==> config.mk <==
export PLATFORM = sky130hd
export DESIGN_NAME = top_k_score_tracker
export DESIGN_NICKNAME = d
export VERILOG_FILES = /design/src/rtl/tkst_pkg.sv /design/src/rtl/tkst_store.sv /design/src/rtl/top_k_score_tracker.sv
export SDC_FILE = /design/constraint.sdc
export NUM_CORES = 1
export LEC_CHECK = 0
export BUFFER_PORTS_ARGS = -buffer_cell sky130_fd_sc_hd__buf_4
export CORE_MARGIN = 5
export CORE_UTILIZATION = 50
export DETAILED_ROUTE_END_ITERATION = 8
export GPL_TIMING_DRIVEN = 0
export HOLD_SLACK_MARGIN = 0.02
export PLACE_DENSITY = 0.71
export SETUP_SLACK_MARGIN = 0.2
export SYNTH_ARGS = -nofsm -noshare
export SYNTH_HDL_FRONTEND = slang
export SYNTH_HIERARCHICAL = 1
export SYNTH_SLANG_ARGS = --single-unit
==> constraint.sdc <==
create_clock -name i_clk -period 5.5 [get_ports i_clk]
set_input_delay 0.55 -clock i_clk [delete_from_list [all_inputs] [get_ports i_clk]]
set_output_delay 0.55 -clock i_clk [all_outputs]
set_load 0.03 [all_outputs]
==> src/rtl/tkst_pkg.sv <==
// Shared types and constants for the top-k score tracker.
// Holds the store geometry, entry and write-request types, and operation codes.
// No dependencies.
package tkst_pkg;

    localparam int CAPACITY = 20;
    localparam int IDX_W    = (CAPACITY > 1) ? $clog2(CAPACITY) : 1;
    localparam int CNT_W    = $clog2(CAPACITY + 1);
    localparam int SCORE_W  = 16;
    localparam int TAG_W    = 16;
    localparam int OP_W     = 2;

    localparam logic [OP_W-1:0] OP_OFFER = 2'd0;
    localparam logic [OP_W-1:0] OP_READ  = 2'd1;
    localparam logic [OP_W-1:0] OP_CLEAR = 2'd2;

    typedef struct packed {
        logic [SCORE_W-1:0] score;
        logic [TAG_W-1:0]   tag;
    } t_entry;

    typedef struct packed {
        logic             we;
        logic [IDX_W-1:0] addr;
        t_entry           data;
    } t_wr_req;

endpackage

==> src/rtl/tkst_store.sv <==
// Entry store of the top-k score tracker: one write port, one registered read port.
// Depends on tkst_pkg for the entry and write-request types.
module tkst_store (
    input  logic                      i_clk,
    input  tkst_pkg::t_wr_req         i_wr,
    input  logic [tkst_pkg::IDX_W-1:0] i_raddr,
    output tkst_pkg::t_entry          o_rdata
);

    tkst_pkg::t_entry r_mem [tkst_pkg::CAPACITY];
    tkst_pkg::t_entry r_rdata;

    always_ff @(posedge i_clk) begin
        if (i_wr.we) begin
            r_mem[i_wr.addr] <= i_wr.data;
        end
        r_rdata <= r_mem[i_raddr];
    end

    assign o_rdata = r_rdata;

endmodule

==> src/rtl/top_k_score_tracker.sv <==
// Top-k score tracker: keeps the CAPACITY best (score, tag) candidates sorted by
// ascending score in a single-port-style store, walked by a small sequencer that
// reuses one compare-and-move step. An offer is accepted, then takes one read step and
// one compare-and-write step for every entry visited, and one final write step when
// the walk runs off the end of the store. A readout takes a read, a load and an
// output state per entry and holds while the result stalls; a clear is done on
// acceptance. Input transfers are refused (o_stall high) while the sequencer is
// busy. Ties are resolved by placing a new candidate after every entry with an
// equal score; a full store evicts its minimum when the candidate scores at least
// that minimum. A readout of an empty store gives one result marked not valid and
// last. Depends on tkst_pkg and tkst_store.
module top_k_score_tracker (
    input  logic                          i_clk,
    input  logic                          i_rst_n,
    input  logic                          i_valid,
    output logic                          o_stall,
    input  logic [tkst_pkg::OP_W-1:0]     i_op,
    input  logic [tkst_pkg::SCORE_W-1:0]  i_cand_score,
    input  logic [tkst_pkg::TAG_W-1:0]    i_cand_tag,
    output logic                          o_valid,
    input  logic                          i_stall,
    output logic [tkst_pkg::SCORE_W-1:0]  o_entry_score,
    output logic [tkst_pkg::TAG_W-1:0]    o_entry_tag,
    output logic                          o_entry_valid,
    output logic                          o_last_entry
);

    localparam int IDX_W = tkst_pkg::IDX_W;
    localparam int CNT_W = tkst_pkg::CNT_W;

    // Sequencer states.
    localparam logic [2:0] S_IDLE  = 3'd0;
    localparam logic [2:0] S_RD    = 3'd1;
    localparam logic [2:0] S_CMP   = 3'd2;
    localparam logic [2:0] S_PUT   = 3'd3;
    localparam logic [2:0] S_ORD   = 3'd4;
    localparam logic [2:0] S_OLOAD = 3'd5;
    localparam logic [2:0] S_OUT   = 3'd6;

    // Offer modes: insert into a store with room, check the minimum of a full
    // store, and replace the minimum by walking the rest of the store upward.
    localparam logic [1:0] M_INS = 2'd0;
    localparam logic [1:0] M_CHK = 2'd1;
    localparam logic [1:0] M_REP = 2'd2;

    localparam logic [CNT_W-1:0] CNT_CAP  = CNT_W'(tkst_pkg::CAPACITY);
    localparam logic [IDX_W-1:0] IDX_LAST = IDX_W'(tkst_pkg::CAPACITY - 1);

    logic [2:0]                   r_state, n_state;
    logic [1:0]                   r_mode, n_mode;
    logic [CNT_W-1:0]             r_count, n_count;
    logic [IDX_W-1:0]             r_idx, n_idx;
    logic [IDX_W-1:0]             r_put, n_put;
    tkst_pkg::t_entry             r_cand, n_cand;
    logic                         r_out_valid, n_out_valid;
    tkst_pkg::t_entry             r_out, n_out;
    logic                         r_out_ev, n_out_ev;
    logic                         r_out_last, n_out_last;

    tkst_pkg::t_wr_req            wr;
    tkst_pkg::t_entry             rdata;
    logic                         in_xfer;
    logic [CNT_W-1:0]             count_m1;
    logic                         cand_below;

    tkst_store u_store (
        .i_clk   (i_clk),
        .i_wr    (wr),
        .i_raddr (r_idx),
        .o_rdata (rdata)
    );

    assign in_xfer    = i_valid && !o_stall;
    assign count_m1   = r_count - CNT_W'(1);
    // The shared compare: does the stored entry outrank the candidate?
    assign cand_below = rdata.score > r_cand.score;

    always_comb begin
        n_state     = r_state;
        n_mode      = r_mode;
        n_count     = r_count;
        n_idx       = r_idx;
        n_put       = r_put;
        n_cand      = r_cand;
        n_out_valid = r_out_valid;
        n_out       = r_out;
        n_out_ev    = r_out_ev;
        n_out_last  = r_out_last;
        wr          = '0;

        unique case (r_state)
            S_IDLE: begin
                if (in_xfer) begin
                    n_cand.score = i_cand_score;
                    n_cand.tag   = i_cand_tag;
                    priority if (i_op == tkst_pkg::OP_OFFER) begin
                        if (r_count == '0) begin
                            // Empty store: the candidate goes straight to the front.
                            wr.we        = 1'b1;
                            wr.addr      = '0;
                            wr.data.score = i_cand_score;
                            wr.data.tag   = i_cand_tag;
                            n_count      = CNT_W'(1);
                        end else if (r_count < CNT_CAP) begin
                            n_mode  = M_INS;
                            n_idx   = count_m1[IDX_W-1:0];
                            n_state = S_RD;
                        end else begin
                            n_mode  = M_CHK;
                            n_idx   = '0;
                            n_state = S_RD;
                        end
                    end else if (i_op == tkst_pkg::OP_READ) begin
                        if (r_count == '0) begin
                            n_out       = '0;
                            n_out_ev    = 1'b0;
                            n_out_last  = 1'b1;
                            n_out_valid = 1'b1;
                            n_state     = S_OUT;
                        end else begin
                            n_idx   = '0;
                            n_state = S_ORD;
                        end
                    end else if (i_op == tkst_pkg::OP_CLEAR) begin
                        n_count = '0;
                    end else begin
                        // Unused code: no change.
                        n_state = S_IDLE;
                    end
                end
            end

            S_RD: begin
                // Store read of r_idx is in flight.
                n_state = S_CMP;
            end

            S_CMP: begin
                unique case (r_mode)
                    M_INS: begin
                        // Walk down, moving larger entries up by one place.
                        if (cand_below) begin
                            wr.we   = 1'b1;
                            wr.addr = r_idx + IDX_W'(1);
                            wr.data = rdata;
                            if (r_idx == '0) begin
                                n_put   = '0;
                                n_state = S_PUT;
                            end else begin
                                n_idx   = r_idx - IDX_W'(1);
                                n_state = S_RD;
                            end
                        end else begin
                            wr.we   = 1'b1;
                            wr.addr = r_idx + IDX_W'(1);
                            wr.data = r_cand;
                            n_count = r_count + CNT_W'(1);
                            n_state = S_IDLE;
                        end
                    end
                    M_CHK: begin
                        if (cand_below) begin
                            // Candidate is below the minimum: dropped.
                            n_state = S_IDLE;
                        end else if (r_idx == IDX_LAST) begin
                            // Single-entry store: overwrite in place.
                            n_put   = '0;
                            n_state = S_PUT;
                        end else begin
                            n_mode  = M_REP;
                            n_idx   = IDX_W'(1);
                            n_state = S_RD;
                        end
                    end
                    M_REP: begin
                        // Walk up, moving entries not above the candidate down.
                        if (!cand_below) begin
                            wr.we   = 1'b1;
                            wr.addr = r_idx - IDX_W'(1);
                            wr.data = rdata;
                            if (r_idx == IDX_LAST) begin
                                n_put   = IDX_LAST;
                                n_state = S_PUT;
                            end else begin
                                n_idx   = r_idx + IDX_W'(1);
                                n_state = S_RD;
                            end
                        end else begin
                            wr.we   = 1'b1;
                            wr.addr = r_idx - IDX_W'(1);
                            wr.data = r_cand;
                            n_state = S_IDLE;
                        end
                    end
                    default: begin
                        n_state = S_IDLE;
                    end
                endcase
            end

            S_PUT: begin
                wr.we   = 1'b1;
                wr.addr = r_put;
                wr.data = r_cand;
                if (r_mode == M_INS) begin
                    n_count = r_count + CNT_W'(1);
                end
                n_state = S_IDLE;
            end

            S_ORD: begin
                n_state = S_OLOAD;
            end

            S_OLOAD: begin
                n_out       = rdata;
                n_out_ev    = 1'b1;
                n_out_last  = (r_idx == count_m1[IDX_W-1:0]);
                n_out_valid = 1'b1;
                n_state     = S_OUT;
            end

            S_OUT: begin
                if (!i_stall) begin
                    n_out_valid = 1'b0;
                    if (r_out_last) begin
                        n_state = S_IDLE;
                    end else begin
                        n_idx   = r_idx + IDX_W'(1);
                        n_state = S_ORD;
                    end
                end
            end

            default: begin
                n_state = S_IDLE;
            end
        endcase
    end

    always_ff @(posedge i_clk) begin
        if (!i_rst_n) begin
            r_state     <= S_IDLE;
            r_mode      <= M_INS;
            r_count     <= '0;
            r_idx       <= '0;
            r_out_valid <= 1'b0;
        end else begin
            r_state     <= n_state;
            r_mode      <= n_mode;
            r_count     <= n_count;
            r_idx       <= n_idx;
            r_out_valid <= n_out_valid;
        end
        r_put      <= n_put;
        r_cand     <= n_cand;
        r_out      <= n_out;
        r_out_ev   <= n_out_ev;
        r_out_last <= n_out_last;
    end

    assign o_stall       = (r_state != S_IDLE);
    assign o_valid       = r_out_valid;
    assign o_entry_score = r_out.score;
    assign o_entry_tag   = r_out.tag;
    assign o_entry_valid = r_out_ev;
    assign o_last_entry  = r_out_last;

    // A result is only ever shown from the output state.
    a_out_state: assert property (@(posedge i_clk) disable iff (!i_rst_n)
        r_out_valid |-> (r_state == S_OUT))
        else $error("result valid outside the output state");

    // The fill count never passes the capacity.
    a_count_cap: assert property (@(posedge i_clk) disable iff (!i_rst_n)
        r_count <= CNT_CAP)
        else $error("kept count exceeds capacity");

    // A readout of an empty store gives one invalid, last result next cycle.
    a_empty_read: assert property (@(posedge i_clk) disable iff (!i_rst_n)
        (in_xfer && (i_op == tkst_pkg::OP_READ) && (r_count == '0)) |=>
            (o_valid && !o_entry_valid && o_last_entry))
        else $error("empty readout malformed");

    // An accepted offer into an empty store leaves exactly one entry.
    a_first_offer: assert property (@(posedge i_clk) disable iff (!i_rst_n)
        (in_xfer && (i_op == tkst_pkg::OP_OFFER) && (r_count == '0)) |=>
            (r_count == CNT_W'(1)))
        else $error("first offer not kept");

endmodule
# --- After elaboration in Yosys (flattened, before gate mapping) ---
# Memory sizes are Yosys's and may differ from the RTL's. A register that Yosys moved wholly into a read port is not among the register bits.
# Cells that the tools add are included.
op_classes:
  n_addsub: 4
  magnitude_cmp: 2
  eq_ne: 44
  muxes: 80
  reduce_logical: 23
op_table:
  columns: ["operator", "count"]
  rows:
  - ["$mux 32", 6]
  - ["$mux 5", 28]
  - ["$mux 38", 3]
  - ["$pmux 38 s3", 1]
  - ["$pmux 38 s2", 1]
  - ["$pmux 32 s2", 1]
  - ["$pmux 5 s3", 4]
  - ["$ne 2x2->1 const B", 18]
  - ["$ne 3x3->1 const B", 11]
  - ["$mux 3", 8]
  - ["$mux 2", 10]
  - ["$pmux 3 s6", 1]
  - ["$gt 16x16->1", 1]
  - ["$reduce_and 8->1", 2]
  - ["$reduce_bool 3->1", 5]
  - ["$reduce_and 13->1", 1]
  - ["$mux 1", 12]
  - ["$add 5x1->5 const B", 2]
  - ["$logic_not 5->1", 2]
  - ["$sub 5x1->5 const B", 2]
  - ["$eq 3x3->1 const B", 3]
  - ["$reduce_and 7->1", 1]
  - ["$eq 3x2->1 const B", 2]
  - ["$pmux 3 s2", 1]
  - ["other kinds (22)", 27]
word_totals:
  register_bits: 87
  ramBits: 640
  in_bits: 38
  output_inout_bits: 36
  elab_cells: 166
  mem_count: 1
mem_list:
  columns: ["memory", "depth", "word_bits", "rd", "rd_clocked_by_memory_dff", "wr", "line", "rtl"]
  rows:
  - ["u_store.r_mem", 20, 32, 1, 1, 1, "tkst_store.sv:10", "tkst_pkg::t_entry r_mem [tkst_pkg::CAPACITY];"]

# --- Depth between registers and ports, before layout ---
logic_depth:
  ltp_word: 7
  depth_mapped: 12
  ltp_nobuf: 10

# --- By module ---
# Netlist, hierarchy kept.
by_module_without_submodules:
  columns: ["mod", "instances", "cells_each", "area_per_inst_um2", "seq_area_each_um2"]
  rows:
  - ["tkst_store", 1, 1362, 25459.4, 19859.0]
  - ["top_k_score_tracker", 1, 558, 5556.6, 2332.2]

# --- Worst setup path after synthesis ---
# OpenSTA, ideal clock, no wires.
synth_path:
  path_kind: "register to register"
  startpoint: "register r_state[0]"
  endpoint: "memory u_store/r_mem[12][0] (netlist bit), enable pin"
  setup_ns: 0.421
  arrival_ns: 4.002
  required_ns: 5.079
  slack_ns: 1.076
  path_stages_with_launch: 9
  path_buffers: 1
  synth_period_minus_slack_ns: 4.424
  cell_sequence: "dfxtp_1 -> nor3_1 -> nand2_1 -> inv_1 -> and3_1 -> clkbuf_1 -> or3b_2 -> or3b_2 -> nor2_1"
synth_lines:
  columns: ["element", "line", "rtl"]
  rows:
  - ["start, declared", "top_k_score_tracker.sv:49", "logic [2:0] r_state, n_state;"]
  - ["start signal, assigned", "top_k_score_tracker.sv:249", "r_state <= n_state;"]
  - ["end, declared", "tkst_store.sv:10", null]

==> results_dict.tcl <==
set metrics [dict create \
    cts_buffer_depth 3 \
    cts_resized 0 \
    wirelength_um 78100 \
    io_pins 74 \
    clkTransAtPathRegs_ps 60 \
    regArea_mm2 0.0222 \
    antenna_found_initial 1 \
    grt_max_degree 35 \
    cts.sinks 755 \
    grt_pass1_wl_um 115000 \
    grt_pass1_vias 18091 \
    fillers 4581 \
    hold_viol 0 \
    yosys_warnings 6 \
    synthArstFlopShare 0 \
    post_cts_buffers 0 \
    tritoncts "done" \
    syn_nets 1983 \
    slew_violations 0 \
    crit_fanout 18 \
    drc_errors 0 \
    start_kind "flip-flop" \
    grt-ovfl-total 0 \
    placed_area_mm2 0.0332 \
    cts_root_buf "clkbuf_16" \
    leakage_nw 11.6 \
    syn2layout_area_growth_pct 14.8 \
    rsz0062_at_grt "no" \
    cp-end-kind "flip-flop" \
    syn_inst 1920 \
    critPathRequiredTime_ps 5810 \
    cap_violations 0 \
    yosysMostFrequentCell "edfxtp_1" \
    min_period_ps 4880 \
    cts_made_buffers 73 \
    pre_cts_slack_ps 714 \
    yosys-top-cells-area "edfxtp_1 (68%), mux2i_1 (7.5%), dfxtp_1 (3.1%)" \
    arrival_ps 5200 \
    drt-initial-drc-count 2040 \
    htree_levels 3 \
    initial_core_util 0.504 \
    num_vias 18184 \
    synth_edf_count 707 \
    powerDensity_mw_per_mm2 346 \
    post_drt_wl_per_cell_um 26.2 \
    antenna_left 0 \
    tns_ps 0 \
    clock_skew_ps 19.8 \
    status "complete, no violations" \
    post-route-util 0.578 \
    multiInputGateArea_mm2 0.00813 \
    first_pass_iters 5 \
    final_min_period_over_clock_period 0.888 \
    yosys.area.top_type_share 0.684 \
    yosysSeqAreaShare 0.715 \
    antenna_cells 0 \
    setup_viol 0 \
    fin_area_mm2 0.0356 \
    slew_headroom 0.287 \
    port_buffers 71 \
    ys_ff_latch 755 \
    ir_drop_mv 0.213 \
    crit_type "reg2reg" \
    core_area_mm2 0.0616 \
    worstSkewPairLatency_ps 620 \
    die_y_um 259 \
    layout.nets 2150 \
    postCtsHoldBufs 0 \
    yosysTopAreaCell "edfxtp_1" \
    tightest_slew_ps 1060 \
    track_usage 0.229 \
    drive_above_1_share 0.171 \
    synth_ff_type "edfxtp_1" \
    gp_congestion 0.908 \
    die-area_mm2 0.0671 \
    hold_path.class "in2reg" \
    syn_area_mm2 0.0310 \
    synth_area_per_cell_um2 16.2 \
    yosys-top-cells-count "edfxtp_1 (707), mux2i_1 (232), nand2_1 (95)" \
    fp.dieW_um 259 \
    via_per_inst 6.09 \
    timing.final.ws_setup_ps 617 \
    synthDistinctLibCells 67 \
    hpwl_um 53700 \
    fmax_mhz 205 \
    num_rows 91 \
]
registers in the layout, indices dropped and copies added, names as in the netlist, 2 cells and up:
name / count
o_entry_score: 16
u_store/o_rdata: 32
r_idx: 5
r_state: 3
u_store/r_mem: 640
o_entry_tag: 16
r_mode: 2
r_count: 5
r_cand: 32
per-layer routing:
layer | routed length [µm] | vias up | global-route usage
li1 | - | 7966 | -
met4 | 2020 | 0 | 0.0747
met5 | 0 | - | 0
met2 | 39200 | 855 | 0.393
met1 | 30500 | 9236 | 0.302
met3 | 6390 | 127 | 0.0346
metrics by stage:
stage | hold WS (ps) | power (mW) | std cells
floorplan | 478 | 7.07 | 1920
global placement | 508 | 7.37 | 2828
detailed placement | 516 | 7.40 | 2849
CTS | 98.2 | 12.4 | 2985
global route | 110 | 12.7 | 2985
finish | 122 | 12.3 | 2985
final timing paths:
check                                             start                              to  slack [ps]  cells past startpoint
worst min register to register  r_count[1]$_SDFFE_PN0P_         r_count[1]$_SDFFE_PN0P_         530                      2
worst max-delay path             r_mode[0]$_SDFFE_PN0P_  u_store/r_mem[5][29]$_DFFE_PP_         620                      9
worst min-delay path                    i_cand_score[1]            r_cand[17]$_DFFE_PP_         120                      1
worst max register to register   r_mode[0]$_SDFFE_PN0P_  u_store/r_mem[5][29]$_DFFE_PP_         620                      9
power breakdown:
part | internal (mW) | total (mW) | switching (mW)
Combinational | 0.265 | 0.812 | 0.547
Clock | 2.92 | 5.01 | 2.09
Sequential | 6.41 | 6.49 | 0.0778
Total | 9.59 | 12.3 | 2.71
logic make-up (layout without fill, tap and decap cells):
kind of cell,Yosys count,count (layout),share of synthesized area
AOI/OAI and AO/OA,326,326,0.0777
xor gates and xnor gates,15,15,0.00424
adders and majority gates,25,25,0.0101
buffers and inverters,161,389,0.0280
DFF,755,755,0.715
muxes,298,298,0.111
and+or+nand+nor,340,340,0.0540
layout by cell type, fill, tap and decap left out, types with 4 or more instances in the layout:
cell / count
a211oi_1: 65
a21o_1: 5
a21oi_1: 44
a221o_1: 32
a221oi_1: 35
a22oi_1: 67
and2_1: 5
and3_1: 35
buf_12: 18
buf_2: 36
buf_4: 85
buf_6: 19
bufinv_16: 6
clkbuf_1: 72
clkbuf_16: 79
clkinv_1: 14
clkinv_2: 14
clkinvlp_4: 5
dfxtp_1: 48
edfxtp_1: 707
ha_1: 25
inv_1: 30
mux2_2: 33
mux2i_1: 232
mux4_2: 32
nand2_1: 95
nand3_1: 74
nand3b_1: 7
nand4_1: 6
nor2_1: 56
nor2_4: 20
nor2b_1: 7
nor3_1: 6
o21ai_0: 19
o22ai_1: 34
or3b_2: 4
xnor2_1: 12
critical path: stages (launching register included):
cell and delay (ps):
dfxtp_1 350, inv_1 90, ha_1 290, clkbuf_1 520
clkbuf_1 590, a22oi_1 200, a211oi_1 920, or3b_2 640
nor2_4 680, buf_16 240
cell type report:
class | instances | area share
Tap cell | 837 | 0.0294
Multi-Input combinational cell | 1004 | 0.228
Timing Repair Buffer | 92 | 0.0274
Buffer | 130 | 0.0211
Sequential cell | 755 | 0.623
Inverter | 31 | 0.00327
Clock buffer | 95 | 0.0575
Clock inverter | 41 | 0.0100
Power figures use the tool's default switching activity.
